**src/hw/rtl/psc_pkg.sv**
```systemverilog
// Package: shared types, constants and codes of the pulse shape classifier.
`default_nettype none
package psc_pkg;

  // Default structure parameters
  localparam int WINDOW_LEN_DEF  = 16;
  localparam int SAMPLE_BITS_DEF = 10;

  // Fixed field widths
  localparam int CNT_W      = 16;  // event counters
  localparam int WIDE_W     = 32;  // rate and mean width
  localparam int TIME_W     = 16;  // tick fields
  localparam int PLIM_W     = 16;  // power limits
  localparam int SLIM_W     = 10;  // slope limits
  localparam int LVL_W      = 2;
  localparam int EV_W       = 3;
  localparam int CFG_IDX_W  = 2;
  localparam int CFG_DATA_W = 16;

  // Divider and product widths
  localparam int PROD_W = 48;          // 16 x 32 product
  localparam int TD_W   = 23;          // 16-bit width times 100
  localparam int DIV_W  = PROD_W + 1;  // width-update numerator
  localparam int DVS_W  = 16;          // every divisor fits here
  localparam int STEP_W = 6;           // holds DIV_W

  // Register reset values and scale constants
  localparam logic [PLIM_W-1:0] POWER_HIGH_RST = 16'd25000;
  localparam logic [PLIM_W-1:0] POWER_LOW_RST  = 16'd2000;
  localparam logic [SLIM_W-1:0] SLOPE_HIGH_RST = 10'd200;
  localparam logic [SLIM_W-1:0] SLOPE_LOW_RST  = 10'd15;
  localparam logic [PLIM_W-1:0] POWER_MAX      = 16'hFFFF;
  localparam logic [16:0]       RATE_SCALE     = 17'd100000;
  localparam logic [6:0]        WIDTH_SCALE    = 7'd100;

  // Configuration register indexes
  typedef enum logic [CFG_IDX_W-1:0] {
    CFG_POWER_HIGH = 2'd0,
    CFG_POWER_LOW  = 2'd1,
    CFG_SLOPE_HIGH = 2'd2,
    CFG_SLOPE_LOW  = 2'd3
  } cfg_idx_e;

  // Sticky level codes
  typedef enum logic [LVL_W-1:0] {
    LVL_NONE = 2'd0,
    LVL_LOW  = 2'd1,
    LVL_HIGH = 2'd2
  } level_e;

  // Event class codes
  typedef enum logic [EV_W-1:0] {
    EV_NONE   = 3'd0,
    EV_R      = 3'd1,
    EV_S      = 3'd2,
    EV_H      = 3'd3,
    EV_H_HALF = 3'd4
  } event_e;

  // Divider jobs
  typedef enum logic [1:0] {
    DIV_WIDTH = 2'd0,
    DIV_RATE  = 2'd1
  } div_op_e;

  // Controller states
  typedef enum logic [3:0] {
    ST_IDLE,
    ST_LOAD,
    ST_AVG,
    ST_HALF,
    ST_SQUARE,
    ST_DECIDE,
    ST_CHECK,
    ST_W_MUL,
    ST_W_DIV,
    ST_W_WAIT,
    ST_RATE_CHK,
    ST_R_MUL,
    ST_R_DIV,
    ST_R_WAIT,
    ST_FINISH
  } state_e;

  // Controller to datapath commands
  typedef struct packed {
    logic    accept;
    logic    load;
    logic    div_start;
    div_op_e div_op;
    logic    take_avg;
    logic    half;
    logic    square;
    logic    decide;
    logic    w_mul;
    logic    take_width;
    logic    r_mul;
    logic    take_rate;
    logic    commit;
  } psc_cmd_t;

  // Datapath to controller status
  typedef struct packed {
    logic div_done;
    logic end_chk;
    logic ev_hit;
    logic total_zero;
    logic now_zero;
  } psc_status_t;

  // One result word
  typedef struct packed {
    logic [CNT_W-1:0]  count_r_out;
    logic [CNT_W-1:0]  count_s_out;
    logic [CNT_W-1:0]  count_h_out;
    logic [CNT_W-1:0]  count_total_out;
    logic [WIDE_W-1:0] rate_out;
    logic [WIDE_W-1:0] mean_width_out;
    logic [LVL_W-1:0]  power_level_out;
    logic [LVL_W-1:0]  slope_level_out;
    logic [EV_W-1:0]   event_class;
  } psc_result_t;

endpackage
`default_nettype wire

```
**src/hw/rtl/psc_in_if.sv**
```systemverilog
// Interface: sample input channel.
`default_nettype none
interface psc_in_if #(
  parameter int SAMPLE_BITS = 10
);
  logic                   valid;
  logic                   ready;
  logic [SAMPLE_BITS-1:0] sample;
  logic [15:0]            time_now;
  logic [15:0]            pulse_start;

  modport source (output valid, output sample, output time_now, output pulse_start,
                  input ready);
  modport sink (input valid, input sample, input time_now, input pulse_start,
                output ready);
endinterface
`default_nettype wire

```
**src/hw/rtl/psc_out_if.sv**
```systemverilog
// Interface: classification result channel.
`default_nettype none
interface psc_out_if;
  logic        valid;
  logic        ready;
  logic [15:0] count_r_out;
  logic [15:0] count_s_out;
  logic [15:0] count_h_out;
  logic [15:0] count_total_out;
  logic [31:0] rate_out;
  logic [31:0] mean_width_out;
  logic [1:0]  power_level_out;
  logic [1:0]  slope_level_out;
  logic [2:0]  event_class;

  modport source (output valid, output count_r_out, output count_s_out,
                  output count_h_out, output count_total_out, output rate_out,
                  output mean_width_out, output power_level_out,
                  output slope_level_out, output event_class, input ready);
  modport sink (input valid, input count_r_out, input count_s_out,
                input count_h_out, input count_total_out, input rate_out,
                input mean_width_out, input power_level_out,
                input slope_level_out, input event_class, output ready);
endinterface
`default_nettype wire

```
**src/hw/rtl/psc_ram.sv**
```systemverilog
// Generic single-write, single-read RAM with registered read data.
`default_nettype none
module psc_ram #(
  parameter int WIDTH = 10,
  parameter int DEPTH = 16
) (
  input  wire logic                     clk_i,
  input  wire logic                     we_i,
  input  wire logic [$clog2(DEPTH)-1:0] waddr_i,
  input  wire logic [WIDTH-1:0]         wdata_i,
  input  wire logic                     re_i,
  input  wire logic [$clog2(DEPTH)-1:0] raddr_i,
  output logic      [WIDTH-1:0]         rdata_o
);
  logic [WIDTH-1:0] mem_q [DEPTH];

  always_ff @(posedge clk_i) begin
    if (we_i) begin
      mem_q[waddr_i] <= wdata_i;
    end
    if (re_i) begin
      rdata_o <= mem_q[raddr_i];
    end
  end
endmodule
`default_nettype wire

```
**src/hw/rtl/psc_div.sv**
```systemverilog
// Restoring divider, one quotient bit per cycle, left-aligned dividend.
`default_nettype none
module psc_div
  import psc_pkg::*;
(
  input  wire logic              clk_i,
  input  wire logic              rst_ni,
  input  wire logic              start_i,
  input  wire logic [DIV_W-1:0]  dividend_i,
  input  wire logic [DVS_W-1:0]  divisor_i,
  input  wire logic [STEP_W-1:0] steps_i,
  output logic                   done_o,
  output logic [DIV_W-1:0]       quotient_o
);
  logic              busy_q, done_q;
  logic [STEP_W-1:0] cnt_q;
  logic [DVS_W:0]    rem_q, rem_d, shifted;
  logic [DIV_W-1:0]  quo_q, quo_d;
  logic [DVS_W-1:0]  dvs_q;
  logic              fits;

  // One shift-subtract step
  always_comb begin
    shifted = {rem_q[DVS_W-1:0], quo_q[DIV_W-1]};
    fits    = shifted >= {1'b0, dvs_q};
    rem_d   = fits ? shifted - {1'b0, dvs_q} : shifted;
    quo_d   = {quo_q[DIV_W-2:0], fits};
  end

  // Control
  always_ff @(posedge clk_i or negedge rst_ni) begin
    if (!rst_ni) begin
      busy_q <= 1'b0;
      done_q <= 1'b0;
      cnt_q  <= '0;
    end else if (start_i) begin
      busy_q <= 1'b1;
      done_q <= 1'b0;
      cnt_q  <= steps_i;
    end else if (busy_q) begin
      cnt_q <= cnt_q - 1'b1;
      if (cnt_q == STEP_W'(1)) begin
        busy_q <= 1'b0;
        done_q <= 1'b1;
      end
    end else begin
      done_q <= 1'b0;
    end
  end

  // Operands
  always_ff @(posedge clk_i) begin
    if (start_i) begin
      quo_q <= dividend_i;
      rem_q <= '0;
      dvs_q <= divisor_i;
    end else if (busy_q) begin
      quo_q <= quo_d;
      rem_q <= rem_d;
    end
  end

  assign done_o     = done_q;
  assign quotient_o = quo_q;
endmodule
`default_nettype wire

```
**src/hw/rtl/psc_dp.sv**
```systemverilog
// Datapath: window sum, divider, power and slope levels, counts and outputs.
`default_nettype none
module psc_dp
  import psc_pkg::*;
#(
  parameter int WINDOW_LEN  = WINDOW_LEN_DEF,
  parameter int SAMPLE_BITS = SAMPLE_BITS_DEF
) (
  input  wire logic                   clk_i,
  input  wire logic                   rst_ni,
  input  wire logic                   cfg_we_i,
  input  wire logic [CFG_IDX_W-1:0]   cfg_idx_i,
  input  wire logic [CFG_DATA_W-1:0]  cfg_data_i,
  input  wire logic [SAMPLE_BITS-1:0] sample_i,
  input  wire logic [TIME_W-1:0]      time_now_i,
  input  wire logic [TIME_W-1:0]      pulse_start_i,
  input  wire psc_cmd_t               cmd_i,
  output psc_status_t                 status_o,
  output psc_result_t                 result_o
);
  localparam int IDX_W = $clog2(WINDOW_LEN);
  localparam int SUM_W = SAMPLE_BITS + IDX_W;
  localparam int H_W   = SAMPLE_BITS - 1;
  localparam int SQ_W  = (2 * H_W > PLIM_W) ? 2 * H_W : PLIM_W;
  localparam int SLP_W = (SAMPLE_BITS + 1 > SLIM_W + 1) ? SAMPLE_BITS + 1 : SLIM_W + 1;
  localparam logic [IDX_W-1:0] LAST_IDX = IDX_W'(WINDOW_LEN - 1);

  // Configuration registers
  logic [PLIM_W-1:0] phigh_q, plow_q;
  logic [SLIM_W-1:0] shigh_q, slow_q;

  always_ff @(posedge clk_i or negedge rst_ni) begin
    if (!rst_ni) begin
      phigh_q <= POWER_HIGH_RST;
      plow_q  <= POWER_LOW_RST;
      shigh_q <= SLOPE_HIGH_RST;
      slow_q  <= SLOPE_LOW_RST;
    end else if (cfg_we_i) begin
      case (cfg_idx_e'(cfg_idx_i))
        CFG_POWER_HIGH: phigh_q <= cfg_data_i;
        CFG_POWER_LOW:  plow_q  <= cfg_data_i;
        CFG_SLOPE_HIGH: shigh_q <= cfg_data_i[SLIM_W-1:0];
        CFG_SLOPE_LOW:  slow_q  <= cfg_data_i[SLIM_W-1:0];
        default: ;
      endcase
    end
  end

  // Word capture
  logic [SAMPLE_BITS-1:0] smp_q;
  logic [TIME_W-1:0]      now_q, start_q;

  always_ff @(posedge clk_i) begin
    if (cmd_i.accept) begin
      smp_q   <= sample_i;
      now_q   <= time_now_i;
      start_q <= pulse_start_i;
    end
  end

  // Sample window; entries past the fill point read as zero
  logic [IDX_W-1:0]       wi_q;
  logic                   filled_q;
  logic [SAMPLE_BITS-1:0] ring_rd, old_smp;
  logic [SUM_W-1:0]       sum_q;

  psc_ram #(.WIDTH(SAMPLE_BITS), .DEPTH(WINDOW_LEN)) u_ring (
    .clk_i  (clk_i),
    .we_i   (cmd_i.load),
    .waddr_i(wi_q),
    .wdata_i(smp_q),
    .re_i   (cmd_i.accept),
    .raddr_i(wi_q),
    .rdata_o(ring_rd)
  );

  assign old_smp = filled_q ? ring_rd : '0;

  always_ff @(posedge clk_i or negedge rst_ni) begin
    if (!rst_ni) begin
      sum_q <= '0;
    end else if (cmd_i.load) begin
      sum_q <= sum_q - SUM_W'(old_smp) + SUM_W'(smp_q);
    end
  end

  // Shared divider
  logic [DIV_W-1:0]  div_num, quo;
  logic [DVS_W-1:0]  div_dvs;
  logic [STEP_W-1:0] div_steps;
  logic              div_done;
  logic [PROD_W-1:0] prod_q;
  logic [TD_W-1:0]   td_q;
  logic [CNT_W-1:0]  cnt_r_q, cnt_s_q, cnt_h_q, cnt_t_q;

  always_comb begin
    case (cmd_i.div_op)
      DIV_WIDTH: begin
        div_num   = DIV_W'(prod_q) + DIV_W'(td_q);
        div_dvs   = cnt_t_q;
        div_steps = STEP_W'(DIV_W);
      end
      DIV_RATE: begin
        div_num   = {prod_q[WIDE_W-1:0], {(DIV_W - WIDE_W){1'b0}}};
        div_dvs   = now_q;
        div_steps = STEP_W'(WIDE_W);
      end
      default: begin
        div_num   = '0;
        div_dvs   = '0;
        div_steps = '0;
      end
    endcase
  end

  psc_div u_div (
    .clk_i     (clk_i),
    .rst_ni    (rst_ni),
    .start_i   (cmd_i.div_start),
    .dividend_i(div_num),
    .divisor_i (div_dvs),
    .steps_i   (div_steps),
    .done_o    (div_done),
    .quotient_o(quo)
  );

  // Average, half excess and squared power
  logic [SAMPLE_BITS-1:0] avg_q, baseline_q, avg_diff;
  logic [H_W-1:0]         h_q;
  logic [SQ_W-1:0]        sq;
  logic [PLIM_W-1:0]      power_q;

  assign avg_diff = avg_q - baseline_q;
  assign sq       = SQ_W'(h_q) * SQ_W'(h_q);

  always_ff @(posedge clk_i) begin
    // window length is a power of two, so the mean is the upper sum bits
    if (cmd_i.take_avg) begin
      avg_q <= sum_q[SUM_W-1:IDX_W];
    end
    if (cmd_i.half) begin
      h_q <= (avg_q >= baseline_q) ? avg_diff[SAMPLE_BITS-1:1] : '0;
    end
    if (cmd_i.square) begin
      power_q <= (sq > SQ_W'(POWER_MAX)) ? POWER_MAX : sq[PLIM_W-1:0];
    end
  end

  // Level and event decision
  logic [SAMPLE_BITS-1:0] prev_q, d_val;
  level_e                 plat_q, slat_q, plat_up, slat_up;
  logic                   toggle_q, learned, smp_ge, p_hi, p_lo, s_hi, s_lo, end_c;
  logic signed [SLP_W-1:0] slope;
  event_e                 ev, ev_q;
  logic                   end_q;

  always_comb begin
    learned = baseline_q != '0;
    smp_ge  = smp_q >= baseline_q;
    d_val   = smp_q - baseline_q;
    slope   = smp_ge ? $signed(SLP_W'(d_val)) - $signed(SLP_W'(prev_q)) : '0;
    p_hi    = learned && (power_q > phigh_q);
    p_lo    = learned && (power_q > plow_q);
    s_hi    = learned && (slope > $signed(SLP_W'(shigh_q)));
    s_lo    = learned && (slope > $signed(SLP_W'(slow_q)));
    plat_up = p_hi ? LVL_HIGH : ((p_lo && plat_q == LVL_NONE) ? LVL_LOW : plat_q);
    slat_up = s_hi ? LVL_HIGH : ((s_lo && slat_q == LVL_NONE) ? LVL_LOW : slat_q);
    end_c   = !s_hi && !s_lo && (power_q < plow_q);
    ev      = EV_NONE;
    if (end_c) begin
      if (plat_up == LVL_HIGH && slat_up == LVL_HIGH) begin
        ev = EV_R;
      end else if (plat_up == LVL_HIGH && slat_up == LVL_LOW) begin
        ev = EV_S;
      end else if (plat_up == LVL_LOW && slat_up == LVL_HIGH) begin
        ev = toggle_q ? EV_H : EV_H_HALF;
      end
    end
  end

  // Sticky state, counts, window index and baseline
  logic [WIDE_W-1:0] rate_q, mw_q;

  always_ff @(posedge clk_i or negedge rst_ni) begin
    if (!rst_ni) begin
      plat_q     <= LVL_NONE;
      slat_q     <= LVL_NONE;
      toggle_q   <= 1'b0;
      prev_q     <= '0;
      cnt_r_q    <= '0;
      cnt_s_q    <= '0;
      cnt_h_q    <= '0;
      cnt_t_q    <= '0;
      ev_q       <= EV_NONE;
      end_q      <= 1'b0;
      wi_q       <= '0;
      filled_q   <= 1'b0;
      baseline_q <= '0;
      rate_q     <= '0;
      mw_q       <= '0;
    end else begin
      if (cmd_i.decide) begin
        ev_q  <= ev;
        end_q <= end_c;
        if (smp_ge) begin
          prev_q <= d_val;
        end
        if (ev != EV_NONE) begin
          plat_q <= LVL_NONE;
          slat_q <= LVL_NONE;
        end else begin
          plat_q <= plat_up;
          slat_q <= slat_up;
        end
        case (ev)
          EV_R: begin
            cnt_r_q <= cnt_r_q + 1'b1;
            cnt_t_q <= cnt_t_q + 1'b1;
          end
          EV_S: begin
            cnt_s_q <= cnt_s_q + 1'b1;
            cnt_t_q <= cnt_t_q + 1'b1;
          end
          EV_H: begin
            cnt_h_q  <= cnt_h_q + 1'b1;
            cnt_t_q  <= cnt_t_q + 1'b1;
            toggle_q <= 1'b0;
          end
          EV_H_HALF: toggle_q <= 1'b1;
          default: ;
        endcase
        // window index wraps; first full window sets the baseline
        if (wi_q == LAST_IDX) begin
          wi_q     <= '0;
          filled_q <= 1'b1;
          if (baseline_q == '0) begin
            baseline_q <= avg_q;
          end
        end else begin
          wi_q <= wi_q + 1'b1;
        end
      end
      if (cmd_i.take_width && div_done) begin
        mw_q <= quo[WIDE_W-1:0];
      end
      if (cmd_i.take_rate && div_done) begin
        rate_q <= quo[WIDE_W-1:0];
      end
    end
  end

  // Pulse width in ticks, wrapping at the tick width
  logic [TIME_W-1:0] width_ticks;

  assign width_ticks = now_q - start_q;

  // Products for the width update and the rate
  always_ff @(posedge clk_i) begin
    if (cmd_i.w_mul) begin
      prod_q <= PROD_W'(cnt_t_q - 1'b1) * PROD_W'(mw_q);
      td_q   <= TD_W'(width_ticks) * TD_W'(WIDTH_SCALE);
    end else if (cmd_i.r_mul) begin
      prod_q <= PROD_W'(cnt_t_q) * PROD_W'(RATE_SCALE);
    end
  end

  // Result register
  always_ff @(posedge clk_i) begin
    if (cmd_i.commit) begin
      result_o.count_r_out     <= cnt_r_q;
      result_o.count_s_out     <= cnt_s_q;
      result_o.count_h_out     <= cnt_h_q;
      result_o.count_total_out <= cnt_t_q;
      result_o.rate_out        <= rate_q;
      result_o.mean_width_out  <= mw_q;
      result_o.power_level_out <= plat_q;
      result_o.slope_level_out <= slat_q;
      result_o.event_class     <= ev_q;
    end
  end

  // Status
  assign status_o.div_done   = div_done;
  assign status_o.end_chk    = end_q;
  assign status_o.ev_hit     = ev_q != EV_NONE;
  assign status_o.total_zero = cnt_t_q == '0;
  assign status_o.now_zero   = now_q == '0;
endmodule
`default_nettype wire

```
**src/hw/rtl/psc_ctrl.sv**
```systemverilog
// Controller: sequences one sample word through the datapath.
`default_nettype none
module psc_ctrl
  import psc_pkg::*;
(
  input  wire logic        clk_i,
  input  wire logic        rst_ni,
  input  wire logic        in_valid_i,
  output logic             in_ready_o,
  output logic             out_valid_o,
  input  wire logic        out_ready_i,
  input  wire psc_status_t status_i,
  output psc_cmd_t         cmd_o,
  output state_e           state_o
);
  state_e state_q, state_d;
  logic   out_valid_q;
  logic   slot_free;

  assign slot_free = !out_valid_q || out_ready_i;

  // Next state
  always_comb begin
    state_d = state_q;
    case (state_q)
      ST_IDLE:     if (in_valid_i) state_d = ST_LOAD;
      ST_LOAD:     state_d = ST_AVG;
      ST_AVG:      state_d = ST_HALF;
      ST_HALF:     state_d = ST_SQUARE;
      ST_SQUARE:   state_d = ST_DECIDE;
      ST_DECIDE:   state_d = ST_CHECK;
      ST_CHECK: begin
        if (!status_i.end_chk) begin
          state_d = ST_FINISH;
        end else if (status_i.ev_hit && !status_i.total_zero) begin
          state_d = ST_W_MUL;
        end else begin
          state_d = ST_RATE_CHK;
        end
      end
      ST_W_MUL:    state_d = ST_W_DIV;
      ST_W_DIV:    state_d = ST_W_WAIT;
      ST_W_WAIT:   if (status_i.div_done) state_d = ST_RATE_CHK;
      ST_RATE_CHK: state_d = status_i.now_zero ? ST_FINISH : ST_R_MUL;
      ST_R_MUL:    state_d = ST_R_DIV;
      ST_R_DIV:    state_d = ST_R_WAIT;
      ST_R_WAIT:   if (status_i.div_done) state_d = ST_FINISH;
      ST_FINISH:   if (slot_free) state_d = ST_IDLE;
      default:     state_d = ST_IDLE;
    endcase
  end

  // Commands
  always_comb begin
    cmd_o            = '0;
    cmd_o.div_op     = DIV_WIDTH;
    cmd_o.accept     = (state_q == ST_IDLE) && in_valid_i;
    cmd_o.load       = state_q == ST_LOAD;
    cmd_o.take_avg   = state_q == ST_AVG;
    cmd_o.half       = state_q == ST_HALF;
    cmd_o.square     = state_q == ST_SQUARE;
    cmd_o.decide     = state_q == ST_DECIDE;
    cmd_o.w_mul      = state_q == ST_W_MUL;
    cmd_o.take_width = state_q == ST_W_WAIT;
    cmd_o.r_mul      = state_q == ST_R_MUL;
    cmd_o.take_rate  = state_q == ST_R_WAIT;
    cmd_o.commit     = (state_q == ST_FINISH) && slot_free;
    case (state_q)
      ST_W_DIV: begin
        cmd_o.div_start = 1'b1;
        cmd_o.div_op    = DIV_WIDTH;
      end
      ST_R_DIV: begin
        cmd_o.div_start = 1'b1;
        cmd_o.div_op    = DIV_RATE;
      end
      default: ;
    endcase
  end

  // State and output valid
  always_ff @(posedge clk_i or negedge rst_ni) begin
    if (!rst_ni) begin
      state_q     <= ST_IDLE;
      out_valid_q <= 1'b0;
    end else begin
      state_q <= state_d;
      if (cmd_o.commit) begin
        out_valid_q <= 1'b1;
      end else if (out_ready_i) begin
        out_valid_q <= 1'b0;
      end
    end
  end

  assign in_ready_o  = state_q == ST_IDLE;
  assign out_valid_o = out_valid_q;
  assign state_o     = state_q;
endmodule
`default_nettype wire

```
**src/hw/rtl/pulse_shape_classifier.sv**
```systemverilog
// Top level: pulse shape classifier.
// Takes one converter sample per word and returns one result word per sample:
// event counts, rate, running mean pulse width, the two sticky levels and the
// event class. A word with no pulse end passes through accept, window update,
// mean, half excess, square, decide, check and finish. A pulse end adds a
// 32-step rate division, and when a pulse is classified and the mean width is
// updated, a 49-step division runs before it. Both divisions share one
// radix-2 divider; a zero tick count skips the rate division, and a result
// held by the receiver stalls the word in the finish state. The window mean
// is taken from the upper bits of the running sum, so WINDOW_LEN must be a
// power of two. The next sample is taken while the previous result waits in
// the output register. No clearing pass runs after reset; the window RAM is
// tracked by its fill point.
`default_nettype none
module pulse_shape_classifier
  import psc_pkg::*;
#(
  parameter int WINDOW_LEN  = WINDOW_LEN_DEF,
  parameter int SAMPLE_BITS = SAMPLE_BITS_DEF
) (
  input  wire logic                  clk_i,
  input  wire logic                  rst_ni,
  input  wire logic                  cfg_we_i,
  input  wire logic [CFG_IDX_W-1:0]  cfg_idx_i,
  input  wire logic [CFG_DATA_W-1:0] cfg_data_i,
  psc_in_if.sink                     in_i,
  psc_out_if.source                  out_o
);
  psc_cmd_t    cmd;
  psc_status_t status;
  psc_result_t result;
  state_e      state;

  psc_ctrl u_ctrl (
    .clk_i      (clk_i),
    .rst_ni     (rst_ni),
    .in_valid_i (in_i.valid),
    .in_ready_o (in_i.ready),
    .out_valid_o(out_o.valid),
    .out_ready_i(out_o.ready),
    .status_i   (status),
    .cmd_o      (cmd),
    .state_o    (state)
  );

  psc_dp #(.WINDOW_LEN(WINDOW_LEN), .SAMPLE_BITS(SAMPLE_BITS)) u_dp (
    .clk_i        (clk_i),
    .rst_ni       (rst_ni),
    .cfg_we_i     (cfg_we_i),
    .cfg_idx_i    (cfg_idx_i),
    .cfg_data_i   (cfg_data_i),
    .sample_i     (in_i.sample),
    .time_now_i   (in_i.time_now),
    .pulse_start_i(in_i.pulse_start),
    .cmd_i        (cmd),
    .status_o     (status),
    .result_o     (result)
  );

  assign out_o.count_r_out     = result.count_r_out;
  assign out_o.count_s_out     = result.count_s_out;
  assign out_o.count_h_out     = result.count_h_out;
  assign out_o.count_total_out = result.count_total_out;
  assign out_o.rate_out        = result.rate_out;
  assign out_o.mean_width_out  = result.mean_width_out;
  assign out_o.power_level_out = result.power_level_out;
  assign out_o.slope_level_out = result.slope_level_out;
  assign out_o.event_class     = result.event_class;

`ifndef ASSERT_OFF
  // Divider finishes only while the controller waits for it
  a_div_done_in_wait: assert property (@(posedge clk_i) disable iff (!rst_ni)
    status.div_done |-> (state == ST_W_WAIT || state == ST_R_WAIT))
    else $error("divider done outside a wait state");

  // A new result appears only out of the finish state
  a_result_from_finish: assert property (@(posedge clk_i) disable iff (!rst_ni)
    $rose(out_o.valid) |-> $past(state == ST_FINISH))
    else $error("result raised outside finish");

  // Levels clear whenever an event is reported
  a_event_clears_levels: assert property (@(posedge clk_i) disable iff (!rst_ni)
    (out_o.valid && out_o.event_class != EV_NONE) |->
      (out_o.power_level_out == LVL_NONE && out_o.slope_level_out == LVL_NONE))
    else $error("levels not cleared on event");
`endif
endmodule
`default_nettype wire
```
**src/flat_wrapper.sv**
```systemverilog
// flat-port wrapper written by rule: the top's interface ports become plain ports
module pulse_shape_classifier_flat import psc_pkg::*;
#(
  parameter int WINDOW_LEN  = WINDOW_LEN_DEF,
  parameter int SAMPLE_BITS = SAMPLE_BITS_DEF
)
  (clk_i, rst_ni, cfg_we_i, cfg_idx_i, cfg_data_i, in_i_valid, in_i_sample, in_i_time_now, in_i_pulse_start, in_i_ready, out_o_valid, out_o_count_r_out, out_o_count_s_out, out_o_count_h_out, out_o_count_total_out, out_o_rate_out, out_o_mean_width_out, out_o_power_level_out, out_o_slope_level_out, out_o_event_class, out_o_ready);
  psc_in_if #(.SAMPLE_BITS(SAMPLE_BITS)) in_i_i ();
  psc_out_if out_o_i ();
  input  wire logic clk_i;
  input  wire logic rst_ni;
  input  wire logic cfg_we_i;
  input  wire logic [CFG_IDX_W-1:0] cfg_idx_i;
  input  wire logic [CFG_DATA_W-1:0] cfg_data_i;
  input wire logic [$bits(in_i_i.valid)-1:0] in_i_valid;
  input wire logic [$bits(in_i_i.sample)-1:0] in_i_sample;
  input wire logic [$bits(in_i_i.time_now)-1:0] in_i_time_now;
  input wire logic [$bits(in_i_i.pulse_start)-1:0] in_i_pulse_start;
  output wire logic [$bits(in_i_i.ready)-1:0] in_i_ready;
  output wire logic [$bits(out_o_i.valid)-1:0] out_o_valid;
  output wire logic [$bits(out_o_i.count_r_out)-1:0] out_o_count_r_out;
  output wire logic [$bits(out_o_i.count_s_out)-1:0] out_o_count_s_out;
  output wire logic [$bits(out_o_i.count_h_out)-1:0] out_o_count_h_out;
  output wire logic [$bits(out_o_i.count_total_out)-1:0] out_o_count_total_out;
  output wire logic [$bits(out_o_i.rate_out)-1:0] out_o_rate_out;
  output wire logic [$bits(out_o_i.mean_width_out)-1:0] out_o_mean_width_out;
  output wire logic [$bits(out_o_i.power_level_out)-1:0] out_o_power_level_out;
  output wire logic [$bits(out_o_i.slope_level_out)-1:0] out_o_slope_level_out;
  output wire logic [$bits(out_o_i.event_class)-1:0] out_o_event_class;
  input wire logic [$bits(out_o_i.ready)-1:0] out_o_ready;
  assign in_i_i.valid = in_i_valid;
  assign in_i_i.sample = in_i_sample;
  assign in_i_i.time_now = in_i_time_now;
  assign in_i_i.pulse_start = in_i_pulse_start;
  assign in_i_ready = in_i_i.ready;
  assign out_o_valid = out_o_i.valid;
  assign out_o_count_r_out = out_o_i.count_r_out;
  assign out_o_count_s_out = out_o_i.count_s_out;
  assign out_o_count_h_out = out_o_i.count_h_out;
  assign out_o_count_total_out = out_o_i.count_total_out;
  assign out_o_rate_out = out_o_i.rate_out;
  assign out_o_mean_width_out = out_o_i.mean_width_out;
  assign out_o_power_level_out = out_o_i.power_level_out;
  assign out_o_slope_level_out = out_o_i.slope_level_out;
  assign out_o_event_class = out_o_i.event_class;
  assign out_o_i.ready = out_o_ready;
  pulse_shape_classifier #(.WINDOW_LEN(WINDOW_LEN), .SAMPLE_BITS(SAMPLE_BITS)) u_core (.clk_i(clk_i), .rst_ni(rst_ni), .cfg_we_i(cfg_we_i), .cfg_idx_i(cfg_idx_i), .cfg_data_i(cfg_data_i), .in_i(in_i_i), .out_o(out_o_i));
endmodule
```
**config.mk**
```make
export PLATFORM = sky130hd
export DESIGN_NAME = pulse_shape_classifier_flat
export DESIGN_NICKNAME = d
export VERILOG_FILES = /design/src/hw/rtl/psc_pkg.sv /design/src/hw/rtl/psc_in_if.sv /design/src/hw/rtl/psc_out_if.sv /design/src/hw/rtl/psc_ram.sv /design/src/hw/rtl/psc_div.sv /design/src/hw/rtl/psc_dp.sv /design/src/hw/rtl/psc_ctrl.sv /design/src/hw/rtl/pulse_shape_classifier.sv /design/src/flat_wrapper.sv
export SDC_FILE = /design/constraint.sdc
export NUM_CORES = 2
export LEC_CHECK = 0
export ABC_AREA = 1
export CORE_MARGIN = 5
export CORE_UTILIZATION = 30
export DETAILED_ROUTE_END_ITERATION = 8
export DONT_BUFFER_PORTS = 1
export GPL_ROUTABILITY_DRIVEN = 0
export PLACE_DENSITY = 0.48
export SLEW_MARGIN = 20
export SYNTH_ARGS = -nofsm -noshare
export SYNTH_HDL_FRONTEND = slang
export SYNTH_SLANG_ARGS = --single-unit
export TNS_END_PERCENT = 10
```
**constraint.sdc**
```tcl
create_clock -name clk_i -period 8.64 [get_ports clk_i]
set_input_delay 1.728 -clock clk_i [delete_from_list [all_inputs] [get_ports clk_i]]
set_output_delay 1.728 -clock clk_i [all_outputs]
set_load 0.05 [all_outputs]
```
Word level (Yosys, flattened, before mapping)
Memories as Yosys holds them, arrays and structs flattened. A register that Yosys moved wholly into a read port is not among the register bits. Cells that the tools add are included.

Register bits after elaboration: 603. Latch bits: 0. Memory bits (writable): 160. Bits in read-only memories: 0. Input port bits: 65. Output and inout port bits: 137. Word-level logic and storage cells: 201. Memories kept: 1.

Memories: u_core.u_dp.u_ring.mem_q (depth 16, width 10, read ports 1, clocked after Yosys merged registers in 1, write ports 1, RTL line psc_ram.sv:15) `logic [WIDTH-1:0] mem_q [DEPTH];`.

Add/sub/neg operators: 15. $mul: 4. Divide/modulo/power cells: 0. Magnitude comparators: 9. Equal/unequal tests: 33. Shifts and indexed selects: 0. Multiplexer cells: 44. Bitwise operators: 0. Reduce and logical (&&, ||, !) cells: 50.

Operators with widths (count): 49-bit two-way mux (2); 49-bit one-hot mux with 2 select lines (1); 48-bit two-way mux (2); 16-bit by 1-bit adder with 16-bit output (second input constant) (4); 4-bit one-hot mux with 15 select lines (1); 48-bit by 23-bit adder with 49-bit output (1); 17-bit by 33-bit multiplier with 48-bit output (1); 4-bit equality test (second input constant) (8); 16-bit greater-than comparator (2); 16-bit zero test (2); 16-bit one-hot mux with 2 select lines (1); 16-bit subtractor (2); 16-bit by 12-bit multiplier with 28-bit output (second input constant) (1); 4-bit two-way mux (7); 11-bit greater-than comparator (2); 2-bit AND reduction (11); 16-bit by 5-bit multiplier with 21-bit output (second input constant) (1); 10-bit greater-or-equal comparator (2); 10-bit subtractor (2); 18-bit by 16-bit greater-than comparator with 1-bit output (second input constant) (1); 9-bit by 9-bit multiplier with 18-bit output (1); 3-bit two-way mux (6); 17-bit by 16-bit greater-or-equal comparator with 1-bit output (1); 16-bit by 1-bit subtractor with 17-bit output (second input constant) (1); other kinds (39) (92).

Logic depth before layout (Yosys ltp)
Word-level depth: 17. Depth in mapped cells: 47. Mapped depth without buffers: 46.

Cells and area by module
From an unflattened synthesis, not the netlist that was laid out.

Cells, all modules: 7242. Area total of the unflattened synthesis: 62916.6 µm².

Modules (own cells, without submodules): psc_dp (instances 1, cells each 5873, area each 50284.5 µm², sequential area each 14167.3 µm²); psc_ram (instances 1, cells each 682, area each 7279.5 µm², sequential area each 5104.9 µm²); psc_div (instances 1, cells each 599, area each 4854.7 µm², sequential area each 2472.4 µm²); psc_ctrl (instances 1, cells each 88, area each 498.0 µm², sequential area each 125.1 µm²).

Worst setup path after synthesis
Ideal clock, no wire load.

Path type: input port to flip-flop. From: in out_o_ready. To: reg, netlist name u_core.u_dp.result_o[0]. Library setup time: 0.633 ns. Arrival: 7.368 ns. Data required time: 8.007 ns. Setup slack: 0.639 ns. Stages: 2. Path buffers: 0. Cell sequence: nor2_1 > nor2_1.

RTL lines: start, declared (RTL line flat_wrapper.sv:30) `input wire logic [$bits(out_o_i.ready)-1:0] out_o_ready;`.

Worst setup path after layout
From: reg u_core.u_dp.cnt_t_q[13]. To: reg u_core.u_dp.prod_q[47] (data pin).

Word-level cells in the longest chain between the ends: 3.

RTL lines: start, declared (RTL line psc_dp.sv:94) `logic [CNT_W-1:0] cnt_r_q, cnt_s_q, cnt_h_q, cnt_t_q;`; start signal, assigned (RTL line psc_dp.sv:218) `cnt_t_q <= cnt_t_q + 1'b1;`; start signal, assigned (RTL line psc_dp.sv:222) `cnt_t_q <= cnt_t_q + 1'b1;`; start signal, assigned (RTL line psc_dp.sv:226) `cnt_t_q <= cnt_t_q + 1'b1;`; 16-bit by 1-bit subtractor with 17-bit output (RTL line psc_dp.sv:260) `prod_q <= PROD_W'(cnt_t_q - 1'b1) * PROD_W'(mw_q);`; 17-bit by 33-bit multiplier with 48-bit output (RTL line psc_dp.sv:260); 48-bit two-way mux (RTL line psc_dp.sv:259) `if (cmd_i.w_mul) begin`; end signal, assigned (RTL line psc_dp.sv:260); end signal, assigned (RTL line psc_dp.sv:263) `prod_q <= PROD_W'(cnt_t_q) * PROD_W'(RATE_SCALE);`; end, declared (RTL line psc_dp.sv:92) `logic [PROD_W-1:0] prod_q;`.

Every way passes these cells. A chain may end at the register's enable or synchronous reset.

==> results.md <==
- Cells with a size suffix above 1 make up 5.06% of the layout.
- The number of filler cells placed in the layout is between 20000 and 25000.
- The initial core utilization is a little under a third.
- During I/O placement, the number of pins put on the boundary was around 200.
- The average cell area after synthesis is ~9.0 µm².
- The number of endpoints with negative hold slack in the final report came to 0.
- Dividing the detail-routed wire length by the instance count gives about 19 µm.
- The count of buffers added by post-CTS timing repair for setup is 0.
- The number of synthesized flops with an enable pin is 516.
- The critical path starts at u_core.u_dp.cnt_t_q[13].
- After the first detailed-routing iteration, the DRC count stood at 3300.
- Synthesis instantiated 65 different standard cells from the library.
- The number of global-route vias before repair is between 40000 and 50000.
- The post-synthesis register bit count is 773.
- The first global-routing pass estimated 286000 µm of wire.
- The critical path's largest stage delay is 0.57 ns.
- In the finished design, the share of the clock period the worst path needs comes to 95.4%.
- In the final timing run, aggregate negative setup slack is 0 ns.
- The cell area that synthesis handed to floorplanning was roughly 61000 µm².
- The total area of multi-input combinational cells is 33900 µm².
- For the pin with the worst max-slew slack, the measured transition is 1.09 ns.
- The data required time of the worst path is 9.10 ns.
- The number of maximum-capacitance constraint violations is 0.
- For this run the aggregate overflow at the end of global routing stands at 0.
- The net count after synthesis is 7921.
- The simple-gate share of the synthesized area is between 10% and 20%.
- For this run, the number of Yosys warnings is 0.
- The relative max-transition margin is between 20% and 30%.
- STA classifies the critical path startpoint as a register.
- The flow ran to the end, and the final reports show no timing, DRC or antenna violations.
- The number of sinks on the clock net is between 700 and 800.
- The clock latency at the later pin of the worst-skew pair is about 0.74 ns.
- The highest clock frequency the design can meet is between 100 and 150 MHz.
- The initial antenna violation count is 5.
- The worst setup path is of the reg -> reg kind.
- The overall routed net length is ~190000 µm.
- The number of placement rows is 166.
- The remaining antenna violation count is 0.
- Relative to the synthesized area, the layout overhead comes to 10.7%.
- The fraction of the mapped netlist area in adder cells is between 20% and 30%.
- The reg-to-reg startpoint is u_core.u_dp.cnt_t_q[13].
- Setup violations remaining at the end of the flow were counted as 0.
- The count of hold-fix buffers inserted at cts is 0.
- The half-perimeter wire length of the detailed placement result is approximately 140000 µm.
- The number of pins exceeding their max-slew limit in the final report was 0.
- By area, the combinational part of the netlist is dominated by adder cells.
- The worst setup path is captured at a register.
- In the global route stage, overall resource usage came out at 17.1%.
- Summing the sequential cell areas from Yosys gives a little over a third of the chip area.
- After synthesis, the share of flip-flops with an asynchronous set or reset is 31.2%.
- Ranked by total cell area, the synthesized netlist is headed by edfxtp_1 25%, fa_1 18%, ha_1 10%.
- The via density per instance is approximately 4.7.
- The count of H-tree levels built during CTS is 3.
- At the end of the flow the core is filled with cells to between 30% and 40%.
- In this run the most used layer during global routing was met2.
- In the global route stage, met3 resource usage came out at about 2.4%.
- Setup repair after global routing left no endpoint under its margin.
- The die area is about 210000 µm².
- The final critical-path required period is approximately 8.2 ns.
- Clock skew on the completed layout was measured at approximately 0.042 ns.
- The library cell occupying the most area in the post-synthesis netlist is edfxtp_1.
- The total number of vias is about 45000.
- The number of iterations in the first detailed-routing pass is 6.
- In this run the standard cell core region covers 204000 µm².
- In this run the clock root is driven by a clkbuf_16.
- Counting every instance in the synthesized netlist gives about 6800.
- The synthesized netlist devotes ~7.9% of its cell area to compound gates.
- The floorplan step set the die height to 462 µm.
- The number of buffers on the longest clock path is 3.
- In this run the biggest area consumer among cell types represents between 20% and 30% of the synthesized area.
- The library cell appearing most often on the critical path is nand2_1.
- The largest net degree at the start of global routing is about 240.
- The met2 track demand over resource in global routing is 26.1%.
- The chip width is between 400 and 500 µm.
- In this run the worst path has a maximum fanout of 22.
- The worst min-delay path class is reg -> reg.
- The worst-path cell with the longest stage delay is fa_1.
- Global routing used 25.3% of the available met1 tracks.
- TritonCTS created 95 clock buffers.
- The post-synthesis share of cell area spent on xor and xnor gates is 2.68%.
- The remaining design rule violation count is 0.
- The startpoint identified for the worst hold timing path is u_core.u_dp.rate_q[7].
- In the final layout, flip-flops and latches occupy approximately 22000 µm².
- The final net count is roughly 8000.
- The clock-pin slew of the registers on the worst-case setup and hold paths is approximately 0.060 ns.
- The number of input and output port buffers inserted is 0.
- The critical path arrival is around 8.7 ns.
- TritonCTS built the clock tree.
- Multiplexer cells account for less than 1% of the synthesized area.
- The predominant post-synthesis flop cell is edfxtp_1.
-- cells in the mapped netlist (all sizes together), types with 19 or more instances --
cell type and number:
xnor2 62, nand3 169, dfstp 19, nor3 50, inv 1319, clkbuf 176
xor2 126, nand4 83, fa 554, edfxtp 516, a21oi 299, o21ai 438
dfrtp 222, a31oi 23, ha 507, buf 21, nor2 575, nand2 1394
mux2 33, o22ai 42, o21bai 19
-- critical path, delay by kind of cell (launching register included) --
kind            cells  cell delay [ns]
flops               1             0.53
fa+ha+maj           8             3.81
compound gates      3             0.69
buf+inv             4             0.87
simple gates       15             2.06
-- cell type report --
type,instances,area share (%)
diodes,3,0.0110
clock buffers,126,3.89
clock inverters,51,0.896
inverters,1331,7.37
multi-input cells,4494,49.8
flip-flops and latches,773,32.2
well taps,2688,4.95
repair buffers,77,0.924
-- final timing paths --
path | depth (start not counted) | slack, ns | to
worst min register to register | 0 | 0.45 | u_core.u_dp.result_o[46]
worst max-delay path | 30 | 0.40 | u_core.u_dp.prod_q[47]
max in group asynchronous | 0 | 7.49 | u_core.u_dp.rate_q[29]
worst min-delay path | 0 | 0.45 | u_core.u_dp.result_o[46]
worst max register to register | 30 | 0.40 | u_core.u_dp.prod_q[47]
min in group asynchronous | 0 | 0.72 | u_core.u_dp.plow_q[13]
-- metrics by stage --
step           setup slack, ns  area (µm²)  hold WS (ns)  cells
5_1_grt                0.00218       68000         0.455   9541
3_5_place_dp             0.535       64700         0.437   9363
6_report                 0.401       68000         0.448   9543
3_3_place_gp             0.503       64700         0.434   9363
4_1_cts                  0.443       67900         0.451   9540
2_1_floorplan            0.639       61400         0.421   6795
-- flip-flops by register name, indices dropped and copies added, names as in the netlist, 21 cells and up --
register / flops
u_core.u_dp.mw_q: 32
u_core.u_dp.prod_q: 48
u_core.u_dp.rate_q: 32
u_core.u_dp.result_o: 135
u_core.u_dp.td_q: 21
u_core.u_dp.u_div.quotient_o: 49
u_core.u_dp.u_ring.mem_q: 160
-- cells by family (layout without fill, tap and decap cells) --
logic type,Yosys count,count (layout)
mux,34,34
compound gates,895,895
xor+xnor,188,188
fa+ha+maj,1061,1061
other cells,0,3
flops,773,773
simple gates,2316,2316
buf+inv,1528,1585
-- metal layers --
metal | part of all wire (%) | wire (µm)
met4 | 2.7 | 5040
met3 | 5.6 | 10400
met5 | 0 | 0
met1 | 49 | 89900
met2 | 43 | 79800
-- timing repair --
item                                    CTS  global route
endpoints found under the setup margin    0             4
resized for setup                         0             5
hold endpoints to repair                  0             0
-- layout by cell type, fill, tap and decap left out, drive strengths merged, types with 4 or more instances in the layout --
cell and count:
a31oi 23, o2111ai 5, ha 507, xnor2 62
nor3 50, o22ai 42, clkinvlp 12, and3 4
or2 17, clkbuf 126, buf 77, nor2 575
o21a 12, nand4 83, edfxtp 516, mux2 33
dfstp 19, o21bai 19, a21o 17, xor2 126
bufinv 8, nand3 169, clkinv 42, nand2 1394
dfxtp 16, inv 1320, o211ai 12, fa 554
a21oi 299, nor4 17, o21ai 438, dfrtp 222
a21boi 7
Power is not shown: default switching activity piles up to over one toggle a cycle in this logic, so the estimate is an artifact.
